`src/design/ruci_pkg.sv`:
```
// ----------------------------------------------------------------------------
// ruci_pkg: shared types and helpers for the ray / unit cube intersection
// Holds the payload types of both channels, the stage enable bundle, the
// face codes and the fixed-point scale and saturation helpers.
// ----------------------------------------------------------------------------
package ruci_pkg;

	// Default number of fraction bits of the signed 32-bit fixed-point format.
	localparam int unsigned FRAC_BITS_DEFAULT = 16;

	// Epsilon is 1e-5 in the fixed-point format, rounded to nearest.
	localparam longint EPS_DIVISOR   = 100000;
	localparam longint EPS_ROUND_ADD = 50000;

	localparam logic signed [31:0] S32_MAX = 32'sh7FFF_FFFF;
	localparam logic signed [31:0] S32_MIN = 32'sh8000_0000;

	// Face codes of the result.
	localparam logic [2:0] FACE_POS_X = 3'd0;
	localparam logic [2:0] FACE_NEG_X = 3'd1;
	localparam logic [2:0] FACE_POS_Y = 3'd2;
	localparam logic [2:0] FACE_NEG_Y = 3'd3;
	localparam logic [2:0] FACE_POS_Z = 3'd4;
	localparam logic [2:0] FACE_NEG_Z = 3'd5;

	// Axis codes used when picking the dominant coordinate.
	localparam logic [1:0] AXIS_X = 2'd0;
	localparam logic [1:0] AXIS_Y = 2'd1;
	localparam logic [1:0] AXIS_Z = 2'd2;

	typedef struct packed {
		logic signed [31:0] origin_x;
		logic signed [31:0] origin_y;
		logic signed [31:0] origin_z;
		logic signed [31:0] dir_x;
		logic signed [31:0] dir_y;
		logic signed [31:0] dir_z;
		logic signed [31:0] inv_dir_x;
		logic signed [31:0] inv_dir_y;
		logic signed [31:0] inv_dir_z;
		logic signed [31:0] t_lower;
		logic signed [31:0] t_upper;
	} ray_t;

	typedef struct packed {
		logic               hit;
		logic signed [31:0] t_hit;
		logic signed [31:0] point_x;
		logic signed [31:0] point_y;
		logic signed [31:0] point_z;
		logic        [2:0]  face;
		logic               front_facing;
	} res_t;

	// Load enables of the nine pipeline stages.
	typedef struct packed {
		logic s1;
		logic s2;
		logic s3;
		logic s4;
		logic s5;
		logic s6;
		logic s7;
		logic s8;
		logic s9;
	} pipe_en_t;

	// Clamp a 65-bit signed value to the signed 32-bit range.
	function automatic logic signed [31:0] sat32(input logic signed [64:0] v);
		logic signed [31:0] r;
		if (v > 65'(S32_MAX)) begin
			r = S32_MAX;
		end else if (v < 65'(S32_MIN)) begin
			r = S32_MIN;
		end else begin
			r = v[31:0];
		end
		return r;
	endfunction

	// Drop the fraction bits of a full product, rounding toward minus
	// infinity, and clamp the result to 32 bits.
	function automatic logic signed [31:0] qscale(input logic signed [64:0] prod,
			input int unsigned frac);
		logic signed [64:0] sh;
		sh = prod >>> frac;
		return sat32(sh);
	endfunction

endpackage

```
`src/design/ruci_point.sv`:
```
// ----------------------------------------------------------------------------
// ruci_point: one coordinate of the hit point
// Multiplies direction by distance, then scales, adds the origin and clamps.
// ----------------------------------------------------------------------------
module ruci_point #(
	parameter int unsigned FRAC_BITS = ruci_pkg::FRAC_BITS_DEFAULT
) (
	input  logic                clk,
	input  ruci_pkg::pipe_en_t  en,
	input  logic signed [31:0]  origin,
	input  logic signed [31:0]  dir,
	input  logic signed [31:0]  t,
	output logic signed [31:0]  p_s8
);

	logic signed [64:0] dir_ext;
	logic signed [64:0] t_ext;
	logic signed [64:0] prod_s7;
	logic signed [31:0] org_s7;
	logic signed [31:0] step;
	logic signed [32:0] sum;

	assign dir_ext = {{33{dir[31]}}, dir};
	assign t_ext   = {{33{t[31]}}, t};

	always_ff @(posedge clk) begin
		if (en.s7) begin
			prod_s7 <= dir_ext * t_ext;
			org_s7  <= origin;
		end
	end

	assign step = ruci_pkg::qscale(prod_s7, FRAC_BITS);
	assign sum  = {org_s7[31], org_s7} + {step[31], step};

	always_ff @(posedge clk) begin
		if (en.s8) begin
			p_s8 <= ruci_pkg::sat32({{32{sum[32]}}, sum});
		end
	end

endmodule

```
`config.mk`:
```
export PLATFORM = sky130hd
export DESIGN_NAME = ruci_point
export DESIGN_NICKNAME = d
export VERILOG_FILES = /design/src/design/ruci_pkg.sv /design/src/design/ruci_point.sv
export SDC_FILE = /design/constraint.sdc
export NUM_CORES = 2
export LEC_CHECK = 0
export ABC_AREA = 0
export BUFFER_PORTS_ARGS = -buffer_cell sky130_fd_sc_hd__buf_4
export CAP_MARGIN = 20
export CELL_PAD_IN_SITES_DETAIL_PLACEMENT = 1
export CELL_PAD_IN_SITES_GLOBAL_PLACEMENT = 1
export CORE_MARGIN = 3
export CORE_UTILIZATION = 47
export CTS_CLUSTER_SIZE = 40
export DETAILED_ROUTE_END_ITERATION = 8
export GPL_ROUTABILITY_DRIVEN = 0
export PLACE_DENSITY_LB_ADDON = 0.1
export SLEW_MARGIN = 20
export SYNTH_ARGS = -nofsm -noshare
export SYNTH_HDL_FRONTEND = slang
export SYNTH_SLANG_ARGS = --single-unit
```
`constraint.sdc`:
```
create_clock -name clk -period 8.83 [get_ports clk]
set_clock_uncertainty 0.2 [all_clocks]
set_input_delay 0.883 -clock clk [delete_from_list [all_inputs] [get_ports clk]]
set_output_delay 0.883 -clock clk [all_outputs]
set_load 0.01 [all_outputs]
```
Yosys cells after proc, flatten, opt, wreduce, memory -nomap -nowiden
Index checks and enable logic that the tools add are counted.
{ "classes": {"magnitude_cmp": 4, "n_addsub": 1, "n_mux": 3, "n_mul": 1} }
{ "ops": {"columns": ["operator", "n"], "rows": [
  ["$mux 32", 3],
  ["$mul 32x32->64", 1],
  ["$gt 48x32->1 const B", 1],
  ["$lt 48x32->1 const B", 1],
  ["$add 32x32->33", 1],
  ["$gt 33x32->1 const B", 1],
  ["$lt 33x32->1 const B", 1]
]} }
{ "word_totals": {"input_bits": 106, "elab_cells": 12, "regBits": 128, "out_inout_bits": 32} }

Longest topological paths before layout
{ "depth": {"ltp_word": 6, "ltp_mapped": 30, "mapped_depth_nobuf": 29} }

Worst setup path before layout
OpenSTA, ideal clock, no wires.
{ "synth_path": {"path_type": "input port to flip-flop", "startpoint": "input port dir[31]", "endpoint": "register prod_s7[62], data pin", "arrival_time_ps": 8001, "cell_stages": 25, "required_ps": 8359, "slack_ps": 358, "n_path_buf": 2, "setup_ps": 271, "path_cell_list": "clkbuf_1 -> nand2_1 -> inv_1 -> fa_1 -> fa_1 -> fa_1 -> inv_1 -> fa_1 -> inv_1 -> fa_1 -> inv_1 -> fa_1 -> fa_1 -> fa_1 -> inv_1 -> ha_1 -> clkbuf_1 -> a21oi_1 -> o221ai_2 -> or3_1 -> a221oi_2 -> a31oi_2 -> a221oi_4 -> o311ai_1 -> xor2_1"} }
{ "synth_between": {"elab_chain_len": 1} }
{ "synth_rtl": {"columns": ["item", "line", "text"], "rows": [
  ["from (decl)", "ruci_point.sv:11", "input logic signed [31:0] dir,"],
  ["$mul 32x32->64", "ruci_point.sv:28", "prod_s7 <= dir_ext * t_ext;"],
  ["to (signal assigned)", "ruci_point.sv:28", null],
  ["to (decl)", "ruci_point.sv:18", "logic signed [64:0] prod_s7;"]
]} }
Every way passes these cells.
A chain may end at the register's enable or synchronous reset.

Worst setup path after layout
{ "layout_path": {"startpoint": "input port t[11]", "endpoint": "register prod_s7[62], data pin"} }
{ "layout_between": {"elab_chain_len": 1} }
{ "layout_rtl": {"columns": ["item", "line", "text"], "rows": [
  ["from (decl)", "ruci_point.sv:12", "input logic signed [31:0] t,"],
  ["$mul 32x32->64", "ruci_point.sv:28", null]
]} }
Every way passes these cells.

==> reports/metrics.csv <==
stage,metric,value,unit
place,placed_cell_area,44880,sq um
place,dp.cells,5541,
global_routing,grt_use_met3,0.02907,
timing,grt_setup_unrepaired,no,
logic_synthesis,synth_ff_type,edfxtp_1,
layout,drive_gt1_frac,0.09517,
logic_synthesis,ys_seq_area_frac,0.08164,
floorplan,initial_utilization,0.4786,
layout,final_nets,5808,
global_routing,grt_overflow,0,
routing,avgViaCountPerCell,5.196,
global_routing,grt_start_max_net_pins,81,
logic_synthesis,synth_nets,5629,
clocking,cts_made_buffers,9,
timing,setup_viol,0,
timing,period_minus_slack,8.557,ns
logic_synthesis,synth_most_common_cell,fa_1,
layout,area_delta_synth_final,9.701,%
layout,final_area,45190,sq um
global_routing,grt_pass1_vias,34270,
clocking,cts.clk_slew.worst_paths,0.08,ns
timing,finalSetupTns,0,ns
logic_synthesis,syn_area_per_cell,9.741,sq um
timing,finalCritPeriodShare,0.9691,
timing,max_freq,116.9,MHz
logic_synthesis,synth_cells,4229,
logic_synthesis,synthArstFlopShare,0,
timing,holdWs,0.4932,ns
global_routing,met2_usage,0.4963,
floorplan,die_area,91240,sq um
outcome,status,"finished, final reports clean",
floorplan,core_area,86080,sq um
floorplan,fp-row-count,107,
place,dp_hpwl,103.3,mm
logic_synthesis,synth_edf_count,112,
critical_path,critical_path_class,in -> reg,
clocking,cts.sinks,112,
clocking,cts_root_buf,clkbuf_16,
critical_path,crit_arrival,8.45,ns
routing,remaining_drc_errors,0,
critical_path,crit_chain,buf_4 -> nand2_1 -> fa_1 -> inv_1 -> fa_1 -> inv_1 -> fa_1 -> fa_1 -> inv_1 -> fa_1 -> fa_1 -> fa_1 -> fa_1 -> ha_1 -> a21o_1 -> a21o_1 -> a21o_1 -> a21oi_1 -> nor3b_1 -> o211ai_1 -> a31oi_2 -> a221oi_4 -> o311ai_1 -> xor2_1,
logic_synthesis,ys_warn_count,0,
global_routing,grt_pass1_wl,193.9,mm
floorplan,pin_count,138,
logic_synthesis,syn-cell-area,41200,sq um
logic_synthesis,yosysUniqueCellTypes,68,
critical_path,cp.required,8.73,ns
timing,slew_headroom,0.2834,
global_routing,grt.total_usage,0.2772,
logic_synthesis,synthTopCellsByCount,"fa_1, inv_1, nand2_1",
timing,slew_viol_final,0,
timing,max_slew.worst_pin.slew,1.075,ns
timing,hold_viol,0,
clocking,insertion_delay,0.36,ns
logic_synthesis,yosysTopAreaCell,fa_1,
routing,vias,28890,
critical_path,crit_path_max_fanout,26,
routing,routedWlPerCell,21.52,microns
logic_synthesis,synth_top_area_share,0.5258,
critical_path,start_kind,input pin,
critical_path,cpMostUsedCell,fa_1,
routing,firstDrtPassIters,5,
logic_synthesis,synth_area_leaders,"fa_1, inv_1, edfxtp_1",
critical_path,end_kind,flip-flop,
place,portBuffers,130,
clocking,h-tree-depth,3,
routing,ant_nets,0,
clocking,clockBufferDepth,2,
global_routing,grt_busiest_layer,met2,
layout,stdcell_count,5560,
global_routing,grt_antenna_before_repair,2,
critical_path,cp_slowest_cell,fa_1,
clocking,cts_tree,yes,
worst_hold_path,hp-class,in -> reg,
critical_path,worst_path_largest_cell_delay,0.62,ns
routing,drt_iter0_drc,1199,
global_routing,grt_use_met1,0.3542,
flow_run,maxCapViolCount,0,
floorplan,die_y,302.1,microns
floorplan,fp.dieW,302.1,microns
logic_synthesis,ys_ff_latch,112,
routing,routed_wl,119.6,mm
-- path summary, 6_finish.rpt --
path                             startpoint          end  slack (ns)  depth (start not counted)
worst max-delay path                  t[11]  prod_s7[62]        0.27                         24
worst min-delay path             origin[21]   org_s7[21]        0.49                          1
worst max register to register  prod_s7[58]      p_s8[8]        3.19                         16
worst min register to register    org_s7[0]      p_s8[0]        0.54                          3
-- stage by stage --
step	worst slack, ns	util
after floorplan	0.3576	-
after global placement	0.01532	0.5213
after detailed placement	-0.04273	0.5213
after CTS	0.3414	0.5245
after global routing	0.002373	0.5249
final	0.2726	0.5250
-- kinds of logic after synthesis --
group / share of synthesized area
flip-flops: 0.08164
AND/OR/NAND/NOR: 0.1464
buffers and inverters: 0.1105
adder cells (fa/ha/maj): 0.5919
AO/OA/AOI/OAI: 0.05002
XOR/XNOR: 0.01956
-- final cells by class --
type                    count  area, sq um
repair buffers            380         3055
well taps                1144         1431
fillers                  9686        40890
inverters                 998         3746
clock buffers              11        232.7
flip-flops and latches    112         3363
multi-input cells        2907        33310
diodes                      3        7.507
clock inverters             5        42.54
-- critical path: cells and delay by family --
family | cells | cell delay (ns)
buf+inv | 4 | 0.52
simple gates | 2 | 0.78
xor+xnor | 1 | 0.11
fa+ha+maj | 9 | 4.52
compound gates | 8 | 1.57
-- flip-flops by register name, summed over array words and instances (netlist names) --
name and cells:
prod_s7 48, p_s8 32, org_s7 32
-- placed cells by master (no fill, tap or decap), types with 34 or more instances in the layout --
| cell | count |
|---|---|
| a21o_1 | 74 |
| a21oi_1 | 87 |
| and2_1 | 505 |
| buf_4 | 361 |
| edfxtp_1 | 112 |
| fa_1 | 1082 |
| ha_1 | 212 |
| inv_1 | 998 |
| nand2_1 | 535 |
| nor2_1 | 65 |
| o21ai_0 | 53 |
| xnor2_1 | 57 |
| xor2_1 | 34 |
-- what timing repair did --
action | in CTS | in global routing
hold buffers | 0 | 0
setup buffers | 0 | 0
setup endpoints to repair | 0 | 1
gates resized for setup | 0 | 6
-- per-layer routing --
| metal | part of all wire | up-vias |
|---|---|---|
| met5 | 0 | - |
| met4 | 0.039 | 0 |
| met3 | 0.036 | 158 |
| li1 | - | 12720 |
| met2 | 0.51 | 519 |
| met1 | 0.42 | 15490 |
Power is not shown: default switching activity piles up to over one toggle a cycle in this logic, so the estimate is an artifact.
