## config.mk

```make
export PLATFORM = sky130hd
export DESIGN_NAME = ruci_interval
export DESIGN_NICKNAME = d
export VERILOG_FILES = /design/src/design/ruci_pkg.sv /design/src/design/ruci_interval.sv
export SDC_FILE = /design/constraint.sdc
export NUM_CORES = 1
export LEC_CHECK = 0
export ABC_CLOCK_PERIOD_IN_PS = 2580
export BUFFER_PORTS_ARGS = -buffer_cell sky130_fd_sc_hd__buf_2
export CAP_MARGIN = 20
export CORE_AREA = 2 2 214 216
export CTS_CLUSTER_DIAMETER = 30
export DETAILED_ROUTE_END_ITERATION = 16
export DIE_AREA = 0 0 216 218
export PLACE_DENSITY_LB_ADDON = 0.05
export SYNTH_ARGS = -nofsm -noshare
export SYNTH_HDL_FRONTEND = slang
export SYNTH_SLANG_ARGS = --single-unit
```

## constraint.sdc

```tcl
create_clock -name clk -period 2.58 [get_ports clk]
set_input_delay 0.387 -clock clk [delete_from_list [all_inputs] [get_ports clk]]
set_output_delay 0.387 -clock clk [all_outputs]
set_load 0.005 [all_outputs]
```

## src/design/ruci_pkg.sv

```systemverilog
// ----------------------------------------------------------------------------
// ruci_pkg: shared types and helpers for the ray / unit cube intersection
// Holds the payload types of both channels, the stage enable bundle, the
// face codes and the fixed-point scale and saturation helpers.
// ----------------------------------------------------------------------------
package ruci_pkg;

	// Default number of fraction bits of the signed 32-bit fixed-point format.
	localparam int unsigned FRAC_BITS_DEFAULT = 16;

	// Epsilon is 1e-5 in the fixed-point format, rounded to nearest.
	localparam longint EPS_DIVISOR   = 100000;
	localparam longint EPS_ROUND_ADD = 50000;

	localparam logic signed [31:0] S32_MAX = 32'sh7FFF_FFFF;
	localparam logic signed [31:0] S32_MIN = 32'sh8000_0000;

	// Face codes of the result.
	localparam logic [2:0] FACE_POS_X = 3'd0;
	localparam logic [2:0] FACE_NEG_X = 3'd1;
	localparam logic [2:0] FACE_POS_Y = 3'd2;
	localparam logic [2:0] FACE_NEG_Y = 3'd3;
	localparam logic [2:0] FACE_POS_Z = 3'd4;
	localparam logic [2:0] FACE_NEG_Z = 3'd5;

	// Axis codes used when picking the dominant coordinate.
	localparam logic [1:0] AXIS_X = 2'd0;
	localparam logic [1:0] AXIS_Y = 2'd1;
	localparam logic [1:0] AXIS_Z = 2'd2;

	typedef struct packed {
		logic signed [31:0] origin_x;
		logic signed [31:0] origin_y;
		logic signed [31:0] origin_z;
		logic signed [31:0] dir_x;
		logic signed [31:0] dir_y;
		logic signed [31:0] dir_z;
		logic signed [31:0] inv_dir_x;
		logic signed [31:0] inv_dir_y;
		logic signed [31:0] inv_dir_z;
		logic signed [31:0] t_lower;
		logic signed [31:0] t_upper;
	} ray_t;

	typedef struct packed {
		logic               hit;
		logic signed [31:0] t_hit;
		logic signed [31:0] point_x;
		logic signed [31:0] point_y;
		logic signed [31:0] point_z;
		logic        [2:0]  face;
		logic               front_facing;
	} res_t;

	// Load enables of the nine pipeline stages.
	typedef struct packed {
		logic s1;
		logic s2;
		logic s3;
		logic s4;
		logic s5;
		logic s6;
		logic s7;
		logic s8;
		logic s9;
	} pipe_en_t;

	// Clamp a 65-bit signed value to the signed 32-bit range.
	function automatic logic signed [31:0] sat32(input logic signed [64:0] v);
		logic signed [31:0] r;
		if (v > 65'(S32_MAX)) begin
			r = S32_MAX;
		end else if (v < 65'(S32_MIN)) begin
			r = S32_MIN;
		end else begin
			r = v[31:0];
		end
		return r;
	endfunction

	// Drop the fraction bits of a full product, rounding toward minus
	// infinity, and clamp the result to 32 bits.
	function automatic logic signed [31:0] qscale(input logic signed [64:0] prod,
			input int unsigned frac);
		logic signed [64:0] sh;
		sh = prod >>> frac;
		return sat32(sh);
	endfunction

endpackage

```

## src/design/ruci_interval.sv

```systemverilog
// ----------------------------------------------------------------------------
// ruci_interval: slab combination and choice of the hit distance
// Narrows the x interval by the y slab, then by the z slab, and picks the
// entry or exit distance that lies in the ray's valid interval.
// ----------------------------------------------------------------------------
module ruci_interval #(
	parameter int unsigned FRAC_BITS = ruci_pkg::FRAC_BITS_DEFAULT
) (
	input  logic                clk,
	input  ruci_pkg::pipe_en_t  en,
	input  logic signed [31:0]  lo_x,
	input  logic signed [31:0]  hi_x,
	input  logic signed [31:0]  lo_y,
	input  logic signed [31:0]  hi_y,
	input  logic signed [31:0]  lo_z,
	input  logic signed [31:0]  hi_z,
	input  logic signed [31:0]  t_lower,
	input  logic signed [31:0]  t_upper,
	output logic                hit_s6,
	output logic signed [31:0]  t_s6
);

	localparam longint EPS_RND = ((longint'(1) << FRAC_BITS) + ruci_pkg::EPS_ROUND_ADD)
		/ ruci_pkg::EPS_DIVISOR;
	localparam logic signed [32:0] EPS = 33'((EPS_RND > 0) ? EPS_RND : longint'(1));

	logic               rej_y;
	logic               rej_z;
	logic signed [31:0] t0_s4;
	logic signed [31:0] t1_s4;
	logic               miss_s4;
	logic signed [31:0] lo_z_s4;
	logic signed [31:0] hi_z_s4;
	logic signed [32:0] tl_eps_s4;
	logic signed [31:0] tu_s4;
	logic signed [31:0] t0_s5;
	logic signed [31:0] t1_s5;
	logic               miss_s5;
	logic signed [32:0] tl_eps_s5;
	logic signed [31:0] tu_s5;
	logic               ok0;
	logic               ok1;

	assign rej_y = (lo_y > hi_x) || (hi_y < lo_x);

	always_ff @(posedge clk) begin
		if (en.s4) begin
			t0_s4     <= (lo_y > lo_x) ? lo_y : lo_x;
			t1_s4     <= (hi_y < hi_x) ? hi_y : hi_x;
			miss_s4   <= rej_y;
			lo_z_s4   <= lo_z;
			hi_z_s4   <= hi_z;
			tl_eps_s4 <= {t_lower[31], t_lower} + EPS;
			tu_s4     <= t_upper;
		end
	end

	assign rej_z = (lo_z_s4 > t1_s4) || (hi_z_s4 < t0_s4);

	always_ff @(posedge clk) begin
		if (en.s5) begin
			t0_s5     <= (lo_z_s4 > t0_s4) ? lo_z_s4 : t0_s4;
			t1_s5     <= (hi_z_s4 < t1_s4) ? hi_z_s4 : t1_s4;
			miss_s5   <= miss_s4 || rej_z;
			tl_eps_s5 <= tl_eps_s4;
			tu_s5     <= tu_s4;
		end
	end

	assign ok0 = !(($signed({t0_s5[31], t0_s5}) < tl_eps_s5) || (t0_s5 > tu_s5));
	assign ok1 = !(($signed({t1_s5[31], t1_s5}) < tl_eps_s5) || (t1_s5 > tu_s5));

	always_ff @(posedge clk) begin
		if (en.s6) begin
			hit_s6 <= !miss_s5 && (ok0 || ok1);
			t_s6   <= ok0 ? t0_s5 : t1_s5;
		end
	end

endmodule

```

### Word level (Yosys, flattened, before mapping)

Index checks and enable logic that the tools add are counted.

| storage, ports and cells | value |
|---|---|
| bits in registers | 357 |
| input port bits | 266 |
| output and inout port bits | 33 |
| word-level logic and storage cells | 42 |

| operators by class | value |
|---|---|
| add/subtract/negate cells | 1 |
| $lt $le $gt $ge | 12 |
| muxes and demuxes | 5 |
| reductions and logical operators | 10 |

Operator list:

| operator | number |
|---|---|
| 32-bit greater-than comparator | 6 |
| 32-bit 2-to-1 mux | 5 |
| 32-bit less-than comparator | 4 |
| 32-bit by 33-bit less-than comparator with 1-bit output | 2 |
| 32-bit by 2-bit adder with 33-bit output (second input constant) | 1 |
| 1-bit logical OR | 6 |
| 1-bit zero test | 3 |
| 1-bit logical AND | 1 |

### Longest topological paths before layout

| logic depth | value |
|---|---|
| depth after elaboration | 5 |
| depth in mapped cells | 12 |
| depth with buffers taken out | 10 |

### Worst setup path before layout

No wires, ideal clock.

| timing | value |
|---|---|
| path kind | register to register |
| start point | register t0_s5[31] |
| end point | register t_s6[11] (data pin) |
| setup time | 0.260 ns |
| arrival time | 2.580 ns |
| required time | 2.320 ns |
| setup slack | -0.260 ns |
| stages on the path, launching flop included | 10 |
| buffers on the path | 2 |
| clock period less this slack | 2.840 ns |
| cell sequence | edfxtp_1 > ha_1 > nand4_1 > or4_1 > o21a_1 > mux2i_1 > or3_1 > buf_6 > buf_12 > mux2_4 |

| on the way | value |
|---|---|
| longest elaborated chain between the ends | 3 |
| elaborated cells on any way between the ends | 4 |
| classes of those cells | order compare: 2; mux: 1; reduce/logical: 1 |

RTL lines:

| what | RTL line | RTL |
|---|---|---|
| from (decl) | ruci_interval.sv:36 | `logic signed [31:0] t0_s5;` |
| from (signal assigned) | ruci_interval.sv:62 | `t0_s5 <= (lo_z_s4 > t0_s4) ? lo_z_s4 : t0_s4;` |
| 32-bit by 33-bit less-than comparator with 1-bit output or 32-bit greater-than comparator (tied branches) | ruci_interval.sv:70 | `assign ok0 = !(($signed({t0_s5[31], t0_s5}) < tl_eps_s5) \|\| (t0_s5 > tu_s5));` |
| 1-bit logical OR * | ruci_interval.sv:70 |  |
| 32-bit 2-to-1 mux * | ruci_interval.sv:76 | `t_s6 <= ok0 ? t0_s5 : t1_s5;` |
| to (signal assigned) | ruci_interval.sv:76 |  |
| to (decl) | ruci_interval.sv:20 | `output logic signed [31:0] t_s6` |

Every way passes the cells marked *; elsewhere a longest branch is shown, timed or not.
A chain may end at the register's enable or synchronous reset.

### Worst setup path after layout

| timing | value |
|---|---|
| start point | register t0_s5[7] |
| end point | register t_s6[29] (data pin) |

Same word-level chain as after synthesis.

==> flow_summary.ini <==
[synthesis]
async_flop_share_pct = 0
netlist_area_sq_um = 23930
synth_seq_cells = 357
syn_avg_cell_area_sq_um = 11.65
syn_nets = 2700
synth_edf_count = 357
synth_cells = 2053
synth_fa_ha_area_share_pct = 19.92
synth-simple-area-share_pct = 9.418
synthFlopType = edfxtp_1
synth_top_family_by_area = adder cells
synthMuxAreaShare_pct = 8.608
ys_types = 59
synth_warnings = 0
ys_seq_area_share_pct = 44.81
synth-compound-area-share_pct = 11.81
synthXorXnorAreaFrac_pct = 1.245

[critical_path]
cp-start-kind = register
rr_worst_depth = 10
critPathMaxFanout = 5
cp.arrival_ns = 3.37
crit_type = reg -> reg
worst-endpoint-required_ns = 2.93
critPathCaptureType = register

[power]
cellLeakagePower_nw = 16.85
power.share.switching_pct = 31.28
comb_power_share_pct = 34.5
power.share.sequential_pct = 30.6
p_per_area_nw_per_um2 = 707.4
switchingPower_mw = 8.159
ir_worst_vdd_mv = 0.5789
internal_power_mw = 17.92
p_clk_share_pct = 35.0

[die]
pin_count = 299
die_x_microns = 216
die_area_sq_um = 47090
initial_core_util_pct = 53.29
rows = 78
core-area_sq_um = 44890
fp.dieH_microns = 218

[sta]
max_slew_margin_pct = 45.88
final.min_clock_period_ns = 3.020
hold_viol = 0
setup_slack_ns = -0.4402
fin_tns_setup_ns = -27.63
fin_skew_ns = 0.03033
drv_slew = 0
max_freq_mhz = 331.1
fin_crit_sh_pct = 117.1
rsz0062_at_grt = yes
worst_pin_slew_ns = 0.8118
setup_viol = 98

[grt]
grt_pass1_wl_mm = 121.7
gr-total-overflow = 0
grt_use_total_pct = 33.40
grt_pass1_vias = 22210
grt_max_degree = 129
antenna_found_initial = 4

[cells_and_area]
n_fill_cell = 2464
multiInputGateArea_sq_um = 14350
areaGrowthSynthToFinish_pct = 54.11
final_cell_area_sq_um = 36870
final_common_cell = buf_4
mostFrequentLayoutCells = 566 x buf_4, 357 x edfxtp_1, 348 x ha_1
fin_cells = 3743
final_layout_size_suffix_gt1_share_pct = 45.83
num-nets-final = 3732
seq_area_sq_um = 10720

[clocking]
cts_root_buffer = clkbuf_16
cts_tree = done
clock_sinks = 357
cts_buffers = 70
clk_pin_slew_ns = 0.05
cts_max_path_buffers = 3
clk-insertion-delay-late_ns = 0.61
cts.htree.levels = 3

[worst_hold_path]
hp-class = in -> reg
holdPathStages = 1

[placed_design]
dpl.cell_count = 3406
dp_hpwl_mm = 54.67
port_buffers = 292
place.gp.congestion = 0.9485
placed_cell_area_sq_um = 30130

[detailed_routing]
drt.antenna.violating_nets = 0
vias_per_cell = 5.839
first_iter_violations = 1712
routedWlPerCell_microns = 22.45
drc_errors = 0
vias = 21860
dr.pass1.iters = 5
wirelength_mm = 84.05

[outcome]
status = finished with violations
violations = setup timing

[job]
cap_violations = 0
## final timing paths
| path | startpoint | end | slack (ns) |
|---|---|---|---|
| worst max-delay path | t0_s5[7] | t_s6[29] | -0.44 |
| worst min-delay path | hi_z[31] | hi_z_s4[31] | 0.02 |
| worst max register to register | t0_s5[7] | t_s6[29] | -0.44 |
| worst min register to register | tu_s4[27] | tu_s5[27] | 0.42 |
## through the flow
step                      util (%)  hold slack (ns)  total power [mW]  setup WS (ns)
after floorplan                  -           0.4003             11.54        -0.2416
after global placement       67.11           0.4025             14.31        -0.7395
after detailed placement     67.11           0.4045             14.57        -0.7839
after CTS                    80.06        0.0008790             25.11        -0.3601
after global routing         82.13          0.01055             27.07        -0.5721
final                        82.13          0.01747             26.08        -0.4402
## worst max-delay path, stage by stage (launching register included)
cell	delay (ns)
edfxtp_1	0.46
ha_4	0.32
nand4_1	0.22
a2111oi_4	0.46
nor3_4	0.08
o21a_1	0.20
mux2i_2	0.17
nor3_4	0.24
buf_6	0.16
clkbuf_16	0.16
mux2_4	0.29
## per-layer routing
metal	routed length [microns]	up-vias	global-route usage [%]	part of all wire, %
met2	40470	1018	56.14	48
met3	5644	240	4.365	6.7
met4	3756	2	14.59	4.5
met5	11	-	0	0.013
li1	-	10010	-	-
met1	34170	10590	43.45	41
## cell families after synthesis
| family | count (synthesis) |
|---|---|
| simple gates | 412 |
| flops | 357 |
| fa+ha+maj | 381 |
| xor+xnor | 34 |
| buf+inv | 254 |
| mux | 191 |
| compound gates | 424 |
## layout make-up
| type | instances | area share (%) |
|---|---|---|
| multi-input cells | 1442 | 38.91 |
| flip-flops and latches | 357 | 29.07 |
| repair buffers | 1017 | 21.48 |
| clock buffers | 75 | 4.802 |
| well taps | 600 | 2.036 |
| inverters | 197 | 2.005 |
| clock inverters | 52 | 1.670 |
| diodes | 3 | 0.02036 |
## timing repair
action,4_1_cts,5_1_grt
hold endpoints to repair,92,0
cloned,20,2
endpoints found under the setup margin,161,130
gates resized for setup,297,135
pin swaps,156,83
setup buffers,63,39
hold buffers,92,0
## power groups by stage
stage          Sequential [mW]  Clock, mW  Combinational, mW
2_1_floorplan             7.84          0               3.70
3_3_place_gp              7.98          0               6.33
3_5_place_dp              7.99          0               6.57
4_1_cts                   7.93       9.15               8.03
5_1_grt                   8.01       9.47               9.59
6_report                  7.97       9.12               8.99
## registers in the layout (all words and copies together), names as in the netlist
name and flops:
t_s6 32, tu_s4 32, hit_s6 1, t1_s5 32
hi_z_s4 32, t1_s4 32, t0_s4 32, tl_eps_s4 33
t0_s5 32, miss_s5 1, miss_s4 1, tl_eps_s5 33
tu_s5 32, lo_z_s4 32
## cell usage after synthesis (all sizes together) (32+ instances only)
master     n  area share, %
nand2b    38           0.99
a21oi    151            3.2
a41oi     33            1.2
o2111ai   35            1.3
nand4     82            2.1
nand3b    32            1.0
mux2      94            4.5
nand2     88            1.4
nor2      35           0.55
clkbuf    38           0.60
ha       381             20
inv      197            3.1
a21o     104            3.3
o21ai     43           0.90
nand3     61            1.3
mux2i     97            4.1
edfxtp   357             45
Note: power is estimated with default switching activity, not from simulation.
