--- src/design/ruci_pkg.sv ---
// ----------------------------------------------------------------------------
// ruci_pkg: shared types and helpers for the ray / unit cube intersection
// Holds the payload types of both channels, the stage enable bundle, the
// face codes and the fixed-point scale and saturation helpers.
// ----------------------------------------------------------------------------
package ruci_pkg;

	// Default number of fraction bits of the signed 32-bit fixed-point format.
	localparam int unsigned FRAC_BITS_DEFAULT = 16;

	// Epsilon is 1e-5 in the fixed-point format, rounded to nearest.
	localparam longint EPS_DIVISOR   = 100000;
	localparam longint EPS_ROUND_ADD = 50000;

	localparam logic signed [31:0] S32_MAX = 32'sh7FFF_FFFF;
	localparam logic signed [31:0] S32_MIN = 32'sh8000_0000;

	// Face codes of the result.
	localparam logic [2:0] FACE_POS_X = 3'd0;
	localparam logic [2:0] FACE_NEG_X = 3'd1;
	localparam logic [2:0] FACE_POS_Y = 3'd2;
	localparam logic [2:0] FACE_NEG_Y = 3'd3;
	localparam logic [2:0] FACE_POS_Z = 3'd4;
	localparam logic [2:0] FACE_NEG_Z = 3'd5;

	// Axis codes used when picking the dominant coordinate.
	localparam logic [1:0] AXIS_X = 2'd0;
	localparam logic [1:0] AXIS_Y = 2'd1;
	localparam logic [1:0] AXIS_Z = 2'd2;

	typedef struct packed {
		logic signed [31:0] origin_x;
		logic signed [31:0] origin_y;
		logic signed [31:0] origin_z;
		logic signed [31:0] dir_x;
		logic signed [31:0] dir_y;
		logic signed [31:0] dir_z;
		logic signed [31:0] inv_dir_x;
		logic signed [31:0] inv_dir_y;
		logic signed [31:0] inv_dir_z;
		logic signed [31:0] t_lower;
		logic signed [31:0] t_upper;
	} ray_t;

	typedef struct packed {
		logic               hit;
		logic signed [31:0] t_hit;
		logic signed [31:0] point_x;
		logic signed [31:0] point_y;
		logic signed [31:0] point_z;
		logic        [2:0]  face;
		logic               front_facing;
	} res_t;

	// Load enables of the nine pipeline stages.
	typedef struct packed {
		logic s1;
		logic s2;
		logic s3;
		logic s4;
		logic s5;
		logic s6;
		logic s7;
		logic s8;
		logic s9;
	} pipe_en_t;

	// Clamp a 65-bit signed value to the signed 32-bit range.
	function automatic logic signed [31:0] sat32(input logic signed [64:0] v);
		logic signed [31:0] r;
		if (v > 65'(S32_MAX)) begin
			r = S32_MAX;
		end else if (v < 65'(S32_MIN)) begin
			r = S32_MIN;
		end else begin
			r = v[31:0];
		end
		return r;
	endfunction

	// Drop the fraction bits of a full product, rounding toward minus
	// infinity, and clamp the result to 32 bits.
	function automatic logic signed [31:0] qscale(input logic signed [64:0] prod,
			input int unsigned frac);
		logic signed [64:0] sh;
		sh = prod >>> frac;
		return sat32(sh);
	endfunction

endpackage

--- src/design/ruci_face.sv ---
// ----------------------------------------------------------------------------
// ruci_face: face classification and result register
// Picks the axis of largest absolute coordinate and forms the result item.
// ----------------------------------------------------------------------------
module ruci_face (
	input  logic                clk,
	input  ruci_pkg::pipe_en_t  en,
	input  logic                hit,
	input  logic signed [31:0]  t,
	input  logic signed [31:0]  p_x,
	input  logic signed [31:0]  p_y,
	input  logic signed [31:0]  p_z,
	input  logic signed [31:0]  d_x,
	input  logic signed [31:0]  d_y,
	input  logic signed [31:0]  d_z,
	output ruci_pkg::res_t      res_s9
);

	logic signed [32:0] ax;
	logic signed [32:0] ay;
	logic signed [32:0] az;
	logic        [1:0]  axis;
	logic signed [31:0] p_sel;
	logic signed [31:0] d_sel;
	logic        [2:0]  face_pos;
	logic        [2:0]  face_neg;
	ruci_pkg::res_t     res_d;

	assign ax = p_x[31] ? -{p_x[31], p_x} : {p_x[31], p_x};
	assign ay = p_y[31] ? -{p_y[31], p_y} : {p_y[31], p_y};
	assign az = p_z[31] ? -{p_z[31], p_z} : {p_z[31], p_z};

	// Ties go to the lower axis.
	always_comb begin
		priority if (ax >= ay && ax >= az) begin
			axis = ruci_pkg::AXIS_X;
		end else if (ay >= az) begin
			axis = ruci_pkg::AXIS_Y;
		end else begin
			axis = ruci_pkg::AXIS_Z;
		end
	end

	always_comb begin
		unique case (axis)
			ruci_pkg::AXIS_X: begin
				p_sel    = p_x;
				d_sel    = d_x;
				face_pos = ruci_pkg::FACE_POS_X;
				face_neg = ruci_pkg::FACE_NEG_X;
			end
			ruci_pkg::AXIS_Y: begin
				p_sel    = p_y;
				d_sel    = d_y;
				face_pos = ruci_pkg::FACE_POS_Y;
				face_neg = ruci_pkg::FACE_NEG_Y;
			end
			default: begin
				p_sel    = p_z;
				d_sel    = d_z;
				face_pos = ruci_pkg::FACE_POS_Z;
				face_neg = ruci_pkg::FACE_NEG_Z;
			end
		endcase
	end

	// A zero coordinate on the chosen axis counts as the negative face.
	always_comb begin
		res_d = '0;
		if (hit) begin
			res_d.hit     = 1'b1;
			res_d.t_hit   = t;
			res_d.point_x = p_x;
			res_d.point_y = p_y;
			res_d.point_z = p_z;
			if (p_sel > 32'sd0) begin
				res_d.face         = face_pos;
				res_d.front_facing = (d_sel <= 32'sd0);
			end else begin
				res_d.face         = face_neg;
				res_d.front_facing = (d_sel >= 32'sd0);
			end
		end
	end

	always_ff @(posedge clk) begin
		if (en.s9) begin
			res_s9 <= res_d;
		end
	end

endmodule

--- config.mk ---
export PLATFORM = sky130hd
export DESIGN_NAME = ruci_face
export DESIGN_NICKNAME = d
export VERILOG_FILES = /design/src/design/ruci_pkg.sv /design/src/design/ruci_face.sv
export SDC_FILE = /design/constraint.sdc
export NUM_CORES = 1
export LEC_CHECK = 0
export BUFFER_PORTS_ARGS = -buffer_cell sky130_fd_sc_hd__buf_2
export CAP_MARGIN = 20
export CORE_UTILIZATION = 40
export DETAILED_ROUTE_END_ITERATION = 12
export PLACE_DENSITY = 0.75
export SLEW_MARGIN = 5
export SYNTH_ARGS = -nofsm -noshare
export SYNTH_HDL_FRONTEND = slang
export SYNTH_SLANG_ARGS = --single-unit
--- constraint.sdc ---
create_clock -name clk -period 9.7 [get_ports clk]
set_input_delay 0.485 -clock clk [delete_from_list [all_inputs] [get_ports clk]]
set_output_delay 0.485 -clock clk [all_outputs]
set_load 0.005 [all_outputs]
---- Word-level counts from Yosys, hierarchy flattened ----
Index checks and enable logic that the tools add are counted.
operators by class
  add/sub/neg operators ................... 3
  magnitude comparators ................... 6
  equal/unequal tests ..................... 1
  muxes and demuxes ....................... 11
  reduce and logical (&&, ||, !) cells .... 2
operators by type and width
  cell                   count
  $mux W133              1
  $pmux W32 S2           2
  $ge A33 B33 Y1         3
  $mux W33               3
  $neg A33 Y33           3
  $ge A32 B1 Y1 const B  1
  $gt A32 B1 Y1 const B  1
  $le A32 B1 Y1 const B  1
  $pmux W3 S2            2
  $mux W2                2
  $mux W4                1
  $eq A2 B1 Y1 const B   1
  $logic_not A2 Y1       1
  $logic_and A1 B1 Y1    1
word-level totals
  register bits after elaboration ......... 133
  bits of input ports ..................... 235
  word-level logic and storage cells ...... 30

---- Longest topological paths before layout ----
Gate-level depths: netlist (run 1).
  word-level depth ........................ 10
  depth in mapped cells ................... 21
  mapped depth without buffers ............ 20

---- Worst setup path before layout (run 1) ----
No wires, ideal clock.
  kind .................................... input to register
  from .................................... input port p_y[14]
  to ...................................... register res_s9[0] (netlist name), data pin
  setup time .............................. 0.152 ns
  arrival ................................. 5.036 ns
  data required time ...................... 9.548 ns
  setup slack ............................. 4.513 ns
  cell stages on the path ................. 18
  buffers on the path ..................... 1
  cell sequence ........................... or4_4 -> or4_4 -> or3_2 -> or2_2 -> o31ai_1 -> xnor2_1 -> ha_1 -> a21o_1 -> a21o_1 -> a2111oi_0 -> or3_1 -> o21ai_0 -> or3_1 -> buf_6 -> mux2i_4 -> and2_2 -> a211o_1 -> a31oi_1
on the way
  longest elaborated chain between the ends .. 9
  elaborated cells on any way between the ends .. 15
  those cells by class .................... 1 x add/sub; 5 x order compare; 1 x eq/ne; 6 x mux; 2 x reduce/logical
RTL lines
  what                                                     line                              source
  start: declaration                                       ruci_face.sv:11                   input logic signed [31:0] p_y,
  $neg A33 Y33                                             ruci_face.sv:30                   assign ay = p_y[31] ? -{p_y[31], p_y} : {p_y[31], p_y};
  $mux W33                                                 ruci_face.sv:30
  $ge A33 B33 Y1 (on tied branches)                        ruci_face.sv:37, ruci_face.sv:35
  $mux W2 / $logic_and A1 B1 Y1 (equally long branches)    ruci_face.sv:37, ruci_face.sv:35
  $mux W2                                                  ruci_face.sv:35                   priority if (ax >= ay && ax >= az) begin
  $eq A2 B1 Y1 / $logic_not A2 Y1 (equally long branches)  ruci_face.sv:45                   unique case (axis)
  $pmux W32 S2                                             ruci_face.sv:45
  $ge A32 B1 Y1, or another cell as far along              ruci_face.sv:81                   res_d.front_facing = (d_sel >= 32'sd0);
  $mux W4 (*)                                              ruci_face.sv:76                   if (p_sel > 32'sd0) begin
  end signal: assignment                                   ruci_face.sv:88                   res_s9 <= res_d;
  end: declaration                                         ruci_face.sv:16                   output ruci_pkg::res_t res_s9
Every way passes the cells marked *; elsewhere a longest branch is shown, timed or not.
A chain may end at the register's enable or synchronous reset.

---- Worst setup path after layout (run 1) ----
  from .................................... input port p_y[0]
  to ...................................... register res_s9[0] (netlist name), data pin
Same word-level chain as after synthesis.

==> results of run 1 <==
[metal layers]
layer / track usage (%) / vias to the layer above
met1: 31.4 / 3956
met2: 38.1 / 331
li1: - / 4198
met5: 0 / -
met3: 4.41 / 55
met4: 7.67 / 4
[cell usage after synthesis (2+ instances only)]
master and instances:
nor2b_1 6, and2_2 2, or4_1 12, nand4_1 27
a211o_1 3, and3_1 2, or3_1 9, or3_2 2
a221oi_1 2, o31ai_1 23, and2_1 132, a21o_1 24
nor3_1 19, clkbuf_1 23, o21ai_0 39, a21boi_0 2
nand3_1 14, mux2i_1 2, a2111oi_0 3, o311ai_0 3
a21oi_1 23, nor4_1 34, nand2_1 37, xor2_1 31
buf_4 3, or4_4 2, a41oi_1 2, or3b_2 2
o211a_1 3, nor2_1 37, o22ai_1 2, xnor2_1 55
nor3b_1 4, and4_1 3, edfxtp_1 133, or2_2 4
conb_1 2, o41ai_1 20, ha_1 97, nand2b_1 11
o21a_1 5, o211ai_1 2, a31oi_1 3, inv_1 45
a211oi_1 4
[layout make-up]
type | instances | area [sq um]
flip-flops and latches | 133 | 3990
inverters | 45 | 169
well taps | 319 | 399
repair buffers | 362 | 1830
fillers | 2165 | 11200
multi-input cells | 726 | 5360
clock inverters | 15 | 156
clock buffers | 17 | 425
[stage by stage]
| stage | std cells | utilization [%] | power (uW) | area (sq um) |
|---|---|---|---|---|
| 5_1_grt | 1617 | 52.4 | 1880 | 12300 |
| 2_1_floorplan | 931 | - | 953 | 9640 |
| 4_1_cts | 1617 | 52.4 | 1800 | 12300 |
| 3_5_place_dp | 1585 | 49.9 | 1140 | 11700 |
| 3_3_place_gp | 1585 | 49.9 | 1130 | 11700 |
| 6_report | 1617 | 52.4 | 1790 | 12300 |
[worst paths after layout]
| kind | start | to | cells past startpoint |
|---|---|---|---|
| worst max-delay path | p_y[0] | res_s9[0] | 20 |
| worst min-delay path | t[5] | res_s9[105] | 2 |
[cells by family after synthesis]
logic type,count (synthesis),synth area share [%]
fa+ha+maj,97,12.6
buf+inv,72,3.00
mux,4,0.559
compound gates,170,12.4
xor+xnor,87,8.11
flops,133,41.5
other cells,2,0.0780
simple gates,362,21.8
[where the power goes]
part	switching, uW	internal (uW)
clock	289	364
sequential	10.2	684
combinational	244	196
total	542	1240
==> impl_metrics.tcl, run 1 <==
set metrics [dict create \
    critical_path.cell_chain "buf_2 > inv_1 > ha_1 > or3b_2 > o41ai_1 > nand2_1 > xnor2_1 > inv_1 > ha_1 > a21o_1 > a21o_1 > a21o_1 > a2111oi_0 > or3_1 > o21ai_0 > or3_1 > mux2i_4 > and2_2 > a211o_1 > a31oi_1" \
    die_y_um 157 \
    layout-drive-gt1-share_pct 31.7 \
    clk_pin_slew_ps 70 \
    ys_ff_latch 133 \
    endpoint_kind "flip-flop" \
    final_nets 1617 \
    cts-htree-levels 4 \
    cap_violations 0 \
    crit_path_start_kind "primary input" \
    fp.dieW_um 157 \
    synth_area_sq_um 9620 \
    synth_flop_cell "edfxtp_1" \
    first_iter_violations 603 \
    synth.avg_cell_area_sq_um 10.4 \
    crit_buf_inv 3 \
    final.setup.tns_ps 0 \
    remaining_drc_errors 0 \
    ir_drop_mv 0.0971 \
    cp_top_family "compound AO/OA/AOI/OAI gates" \
    clockRootBuffer "clkbuf_16" \
    regMostFlops "res_s9" \
    yosysTopAreaCellShare_pct 41.5 \
    syn_to_final_growth_pct 28.1 \
    grt_usage_pct 23.4 \
    rows 56 \
    postSynthCellCount 927 \
    top_layer "met5" \
    overflow 0 \
    wire_per_inst_um 18.1 \
    required_ps 9960 \
    start_util_pct 40.9 \
    synth_area_leaders "edfxtp_1 (42%), ha_1 (13%), and2_1 (8.6%)" \
    period_share_pct 60.2 \
    maxSlewHeadroom_pct 28.0 \
    synth_cell_type_count 59 \
    worstPathArrival_ps 6090 \
    final_common_cell "buf_2" \
    setup_viol 0 \
    hpwl_um 23600 \
    worstSetupPathType "in2reg" \
    top_regs "res_s9 x133" \
    routed-wl-met2_um 13800 \
    cellPowerDensity_nw_per_um2 145 \
    rsz0062_at_grt "false" \
    cts_sinks 133 \
    largest_reg_flops 133 \
    yosysSeqAreaShare_pct 41.5 \
    cts_resized 0 \
    vias_per_cell 5.28 \
    clk_path_buf_depth 2 \
    setup_ws_ps 3860 \
    hp-class "in2reg" \
    core-area_sq_um 23500 \
    wl_met3_um 1980 \
    antenna_cells 0 \
    hold_slack_ps 338 \
    grt_pass1_vias 7904 \
    cpMostUsedCell "a21o_1" \
    slowest_delay_ps 970 \
    ios 368 \
    dieArea_sq_um 24700 \
    met1Wirelength_um 12900 \
    async_flop_share_pct 0 \
    synth_top_cell_by_area "edfxtp_1" \
    critPathSlowestCell "o41ai_1" \
    clock.fmax_ghz 0.171 \
    firstDrtPassIters 5 \
    dr_total_vias 8544 \
    yosysWarningCount 0 \
    gp_congestion 0.909 \
    min_period_ps 5840 \
    p_leak_uw 0.00536 \
    finalMaxSlewViolations 0 \
    cts_tree "done" \
    routed_wl_um 29300 \
    grt_pass1_wl_um 43000 \
    worst-slew-pin-transition_ps 1070 \
    final_cell_mix "buf_2 (357), edfxtp_1 (133), and2_1 (132), ha_1 (97), xnor2_1 (55)" \
    cts_hold_buf 0 \
    path_max_fanout 9 \
    cts_setup_buffers 0 \
    dp_slack_ps 3490 \
    port_buffers 359 \
    numCtsBuffers 17 \
    status "completed" \
    grt_max_degree 77 \
    synth-edff-count 133 \
    finalHoldViolations 0 \
    antenna_found_initial 3 \
    ant_nets 0 \
]
Note: power is estimated with default switching activity, not from simulation.
==> run 2: changes to the inputs <==
--- a/config.mk
+++ b/config.mk
@@ -5,6 +5,7 @@
 export SDC_FILE = /design/constraint.sdc
 export NUM_CORES = 1
 export LEC_CHECK = 0
+export ABC_AREA = 1
 export BUFFER_PORTS_ARGS = -buffer_cell sky130_fd_sc_hd__buf_2
 export CAP_MARGIN = 20
 export CORE_UTILIZATION = 40
==> constraint.sdc (replaced) <==
create_clock -name clk -period 5.6 [get_ports clk]
set_input_delay 0.28 -clock clk [delete_from_list [all_inputs] [get_ports clk]]
set_output_delay 0.28 -clock clk [all_outputs]
set_load 0.005 [all_outputs]
==> run 2 against run 1 <==
Combinational power up 88%. Final cell count up 24%. Critical endpoint unchanged. Synthesized cell count up 40%.
==> impl_metrics.tcl, run 2 <==
set metrics [dict create \
    cts_setup_buffers 0 \
    endpoint_kind "flip-flop" \
    wire_per_inst_um 15.4 \
    ant_nets 0 \
    fin_util_pct 51.7 \
    gp_congestion 0.915 \
    clockRootBuffer "clkbuf_16" \
    slowest_delay_ps 520 \
    cts-htree-levels 4 \
    required_ps 5780 \
    cpMostUsedCell "inv_1" \
    clk_path_buf_depth 2 \
    vias_per_cell 4.90 \
    dr_total_vias 9847 \
    firstDrtPassIters 5 \
    ir_drop_mv 0.208 \
    fp.dieW_um 163 \
    syn_to_final_growth_pct 26.6 \
    ios 368 \
    synth.most_common_cell "nand2_1" \
    comb_power_share_pct 26.3 \
    dieArea_sq_um 26400 \
    setup_viol 0 \
    top_regs "res_s9 x133" \
    synth_area_sq_um 10300 \
    critPathSlowestCell "a2111oi_0" \
    synth_cell_type_count 40 \
    min_period_ps 4520 \
    rsz0062_at_grt "false" \
    ys_ff_latch 133 \
    regMostFlops "res_s9" \
    hp-class "in2reg" \
    grt_usage_pct 23.5 \
    yosysTopAreaCellShare_pct 38.7 \
    cts_hold_buf 0 \
    worst-slew-pin-transition_ps 989 \
    synth_top_cell_by_area "edfxtp_1" \
    yosysWarningCount 0 \
    core-area_sq_um 25300 \
    routed_wl_um 30800 \
    seqPwrFrac_pct 38.3 \
    first_iter_violations 857 \
    cap_violations 0 \
    worstPathArrival_ps 4710 \
    hpwl_um 25000 \
    rows 58 \
    finalMaxSlewViolations 0 \
    grt_max_degree 81 \
    n_fill_cell 2393 \
    maxSlewHeadroom_pct 34.1 \
    finalHoldViolations 0 \
    grt_pass1_wl_um 47300 \
    final_cell_mix "buf_2 (357), nand2_1 (305), inv_1 (255), edfxtp_1 (133), nor2_1 (110)" \
    layout-drive-gt1-share_pct 26.8 \
    intPower_uw 2140 \
    port_buffers 359 \
    clock.fmax_ghz 0.221 \
    period_share_pct 80.8 \
    remaining_drc_errors 0 \
    synth_area_leaders "edfxtp_1 (39%), ha_1 (12%), nand2_1 (11%)" \
    swShare_pct 32.0 \
    cellPowerDensity_nw_per_um2 241 \
    cts_tree "done" \
    cts_resized 0 \
    cts_sinks 133 \
    start_util_pct 40.8 \
    antenna_found_initial 3 \
    largest_reg_flops 133 \
    yosysSeqAreaShare_pct 38.7 \
    clk_pin_slew_ps 60 \
    die_y_um 163 \
    worstSetupPathType "in2reg" \
    synth.avg_cell_area_sq_um 7.92 \
    grt_pass1_vias 9517 \
    synth_flop_cell "edfxtp_1" \
    synth_common_cells "nand2_1 (305), inv_1 (255), edfxtp_1 (133)" \
    p_leak_uw 0.00704 \
    status "completed" \
    multi_input_area_sq_um 5250 \
    path_max_fanout 11 \
    crit_path_start_kind "primary input" \
    p_switching_uw 1010 \
    postSynthCellCount 1302 \
    placed_cell_area_sq_um 12500 \
    fin_area_sq_um 13100 \
    power_frac_clock_pct 35.4 \
    overflow 0 \
    async_flop_share_pct 0 \
    synth-edff-count 133 \
    final.setup.tns_ps 0 \
    ff_latch_area_sq_um 3990 \
    numCtsBuffers 17 \
    final_common_cell "buf_2" \
    final_nets 1996 \
]
## run 2: logic make-up after synthesis
kind of cell	share of synthesized area, %
DFF	38.7
AOI/OAI and AO/OA	5.97
buffers and inverters	10.5
xor gates and xnor gates	7.04
other	0.0728
adders and majority gates	11.8
and+or+nand+nor	25.9
## run 2: per-layer routing
metal	wire [um]	track usage (%)	share of wire (%)
met1	11900	25.8	38
met2	15900	44.6	52
met3	2170	3.87	7.0
met4	852	9.09	2.8
met5	10	0	0.032
## run 2: worst paths after layout
check	startpoint	end	slack, ps	cells after the start
max	p_y[2]	res_s9[0]	1080	31
min	t[5]	res_s9[105]	110	3
## run 2: critical path, delay by kind of cell
kind / cells / cell delay (ps)
buffers and inverters: 9 / 800
adders and majority gates: 1 / 320
and+or+nand+nor: 19 / 2640
AOI/OAI and AO/OA: 2 / 650
## run 2: final cells by class
class                   count  share of cell area [%]
clock buffers              17                    3.26
diodes                      1                  0.0192
multi-input cells         889                    40.2
repair buffers            364                    14.1
flip-flops and latches    133                    30.6
clock inverters            15                    1.20
inverters                 259                    7.45
well taps                 330                    3.16
## run 2: through the flow
stage	hold slack [ps]	setup slack, ps	power [uW]	instances
6_report	114	1080	3150	2008
5_1_grt	96.4	542	3330	2008
4_1_cts	101	1170	3170	2007
3_5_place_dp	546	749	2050	1975
3_3_place_gp	535	801	2020	1975
2_1_floorplan	379	1640	1710	1306
## run 2: power groups by stage
stage / Combinational [uW] / Sequential, uW / Clock [uW]
after floorplan: 467 / 1240 / 0
after global placement: 794 / 1230 / 0
after detailed placement: 822 / 1230 / 0
after CTS: 828 / 1210 / 1130
after global routing: 941 / 1210 / 1170
final: 829 / 1210 / 1110
==> run 3: changes to the inputs <==
--- a/config.mk
+++ b/config.mk
@@ -5,7 +5,7 @@
 export SDC_FILE = /design/constraint.sdc
 export NUM_CORES = 1
 export LEC_CHECK = 0
-export ABC_AREA = 1
+export ABC_AREA = 0
 export BUFFER_PORTS_ARGS = -buffer_cell sky130_fd_sc_hd__buf_2
 export CAP_MARGIN = 20
 export CORE_UTILIZATION = 40
==> constraint.sdc (replaced) <==
create_clock -name clk -period 4.6 [get_ports clk]
set_input_delay 0.23 -clock clk [delete_from_list [all_inputs] [get_ports clk]]
set_output_delay 0.23 -clock clk [all_outputs]
set_load 0.005 [all_outputs]
==> run 3 against run 2 <==
Flip-flop and latch count stayed put. First-iteration DRC count is 12% lower. Non-clock buffer count is 167 higher. Largest cell class unchanged. Global-route usage is 3.4 points higher. Final cell count is 11% lower. Combinational power is 35% higher.
==> impl_metrics.tcl, run 3 (synthesized netlist as in run 1, its figures left out) <==
set metrics [dict create \
    largest_reg_flops 133 \
    placed_cell_area_sq_um 13000 \
    use_met2_pct 44.2 \
    total_power_uw 3950 \
    cellPowerDensity_nw_per_um2 284 \
    worst-slew-pin-transition_ps 690 \
    final_cell_mix "buf_2 (357), buf_4 (172), edfxtp_1 (133), and2_1 (132), ha_1 (97)" \
    cp-startpoint "p_z[18]" \
    grtUsageMet3_pct 6.99 \
    overflow 0 \
    cap_violations 0 \
    hpwl_um 27200 \
    rows 56 \
    first_iter_violations 758 \
    die_y_um 157 \
    vias_per_cell 5.32 \
    gp_congestion 0.953 \
    cts_hold_buf 0 \
    clockRootBuffer "clkbuf_16" \
    top_regs "res_s9 x133" \
    syn_to_final_growth_pct 44.6 \
    p_leak_uw 0.00627 \
    required_ps 4770 \
    routed_wl_um 34000 \
    path_max_fanout 4 \
    setup_viol 0 \
    dr_total_vias 9521 \
    regMostFlops "res_s9" \
    firstDrtPassIters 5 \
    core-area_sq_um 23500 \
    busiest_layer "met2" \
    grt_max_degree 78 \
    cts_sinks 133 \
    remaining_drc_errors 0 \
    endpoint_kind "flip-flop" \
    maxSlewHeadroom_pct 53.6 \
    fin_area_sq_um 13900 \
    hp-start "t[21]" \
    finalHoldViolations 0 \
    grt_pass1_wl_um 49200 \
    ios 368 \
    port_buffers 359 \
    clk_pin_slew_ps 70 \
    hp-class "in2reg" \
    fp.dieW_um 157 \
    layout-drive-gt1-share_pct 42.4 \
    wire_per_inst_um 19.0 \
    numCtsBuffers 17 \
    final_nets 1786 \
    grt_pass1_vias 9038 \
    ir_drop_mv 0.213 \
    ant_nets 0 \
    grt_usage_pct 26.8 \
    status "completed" \
    cts-htree-levels 4 \
    clk_path_buf_depth 2 \
    use_met1_pct 33.6 \
    worstSetupPathType "in2reg" \
    crit_path_start_kind "primary input" \
    rsz0062_at_grt "true" \
    min_period_ps 4520 \
    cts_tree "done" \
    final_common_cell "buf_2" \
    worstPathArrival_ps 4690 \
    clock.fmax_ghz 0.221 \
    start_util_pct 40.9 \
    finalMaxSlewViolations 0 \
    antenna_found_initial 4 \
    dieArea_sq_um 24700 \
    period_share_pct 98.3 \
    n_fill_cell 2021 \
]
## run 3: metrics by stage
stage	util (%)	worst slack, ps	setup TNS (ps)	instances	hold slack [ps]
final	59.1	80.4	0	1791	67.2
after global placement	55.3	-470	-969	1750	513
after global routing	59.1	-66.3	-107	1788	58.7
after floorplan	-	-161	-161	931	329
after CTS	58.0	10.4	0	1783	53.8
after detailed placement	55.3	-662	-1460	1750	516
## run 3: power by group
group | leakage (uW) | switching, uW | internal (uW)
combinational | 0.00470 | 584 | 535
clock | 0.000284 | 641 | 725
sequential | 0.00128 | 26.4 | 1440
total | 0.00627 | 1250 | 2700
## run 3: routing by layer
metal	wire length (um)	part of all wire [%]	vias to the layer above
met5	22	0.065	-
met4	927	2.7	4
met3	2830	8.3	71
met2	16500	49	404
met1	13700	40	4501
li1	-	-	4541
## run 3: repair_timing
item                                    CTS  global route
endpoints found under the setup margin    2             2
endpoints found under the hold margin     0             0
gates resized for setup                  11            40
pin swaps                                 5            21
setup buffers                             1             3
## run 3: area by class of cell
class | instances | area [sq um] | share of cell area (%)
Inverter | 45 | 169 | 1.21
Timing Repair Buffer | 531 | 3100 | 22.3
Sequential cell | 133 | 3990 | 28.7
Antenna cell | 5 | 12.5 | 0.0899
Tap cell | 319 | 399 | 2.87
Clock buffer | 17 | 425 | 3.06
Clock inverter | 15 | 158 | 1.13
Multi-Input combinational cell | 726 | 5660 | 40.6
## run 3: path summary, 6_finish.rpt
path	to	slack (ps)	depth (start not counted)
setup / recovery	res_s9[0]	80	19
hold / removal	res_s9[121]	70	2
## run 3: critical path: stages
cell,delay [ps]
buf_2,100
or3_4,390
or4_4,520
nor3_4,250
nand2_4,110
o31ai_4,270
xor2_2,130
buf_4,150
ha_1,290
and4_1,190
nand4_1,130
or2_4,270
or4_4,510
a31oi_4,170
o31ai_1,80
a211o_1,270
or3b_2,430
o311ai_0,110
a31oi_1,80
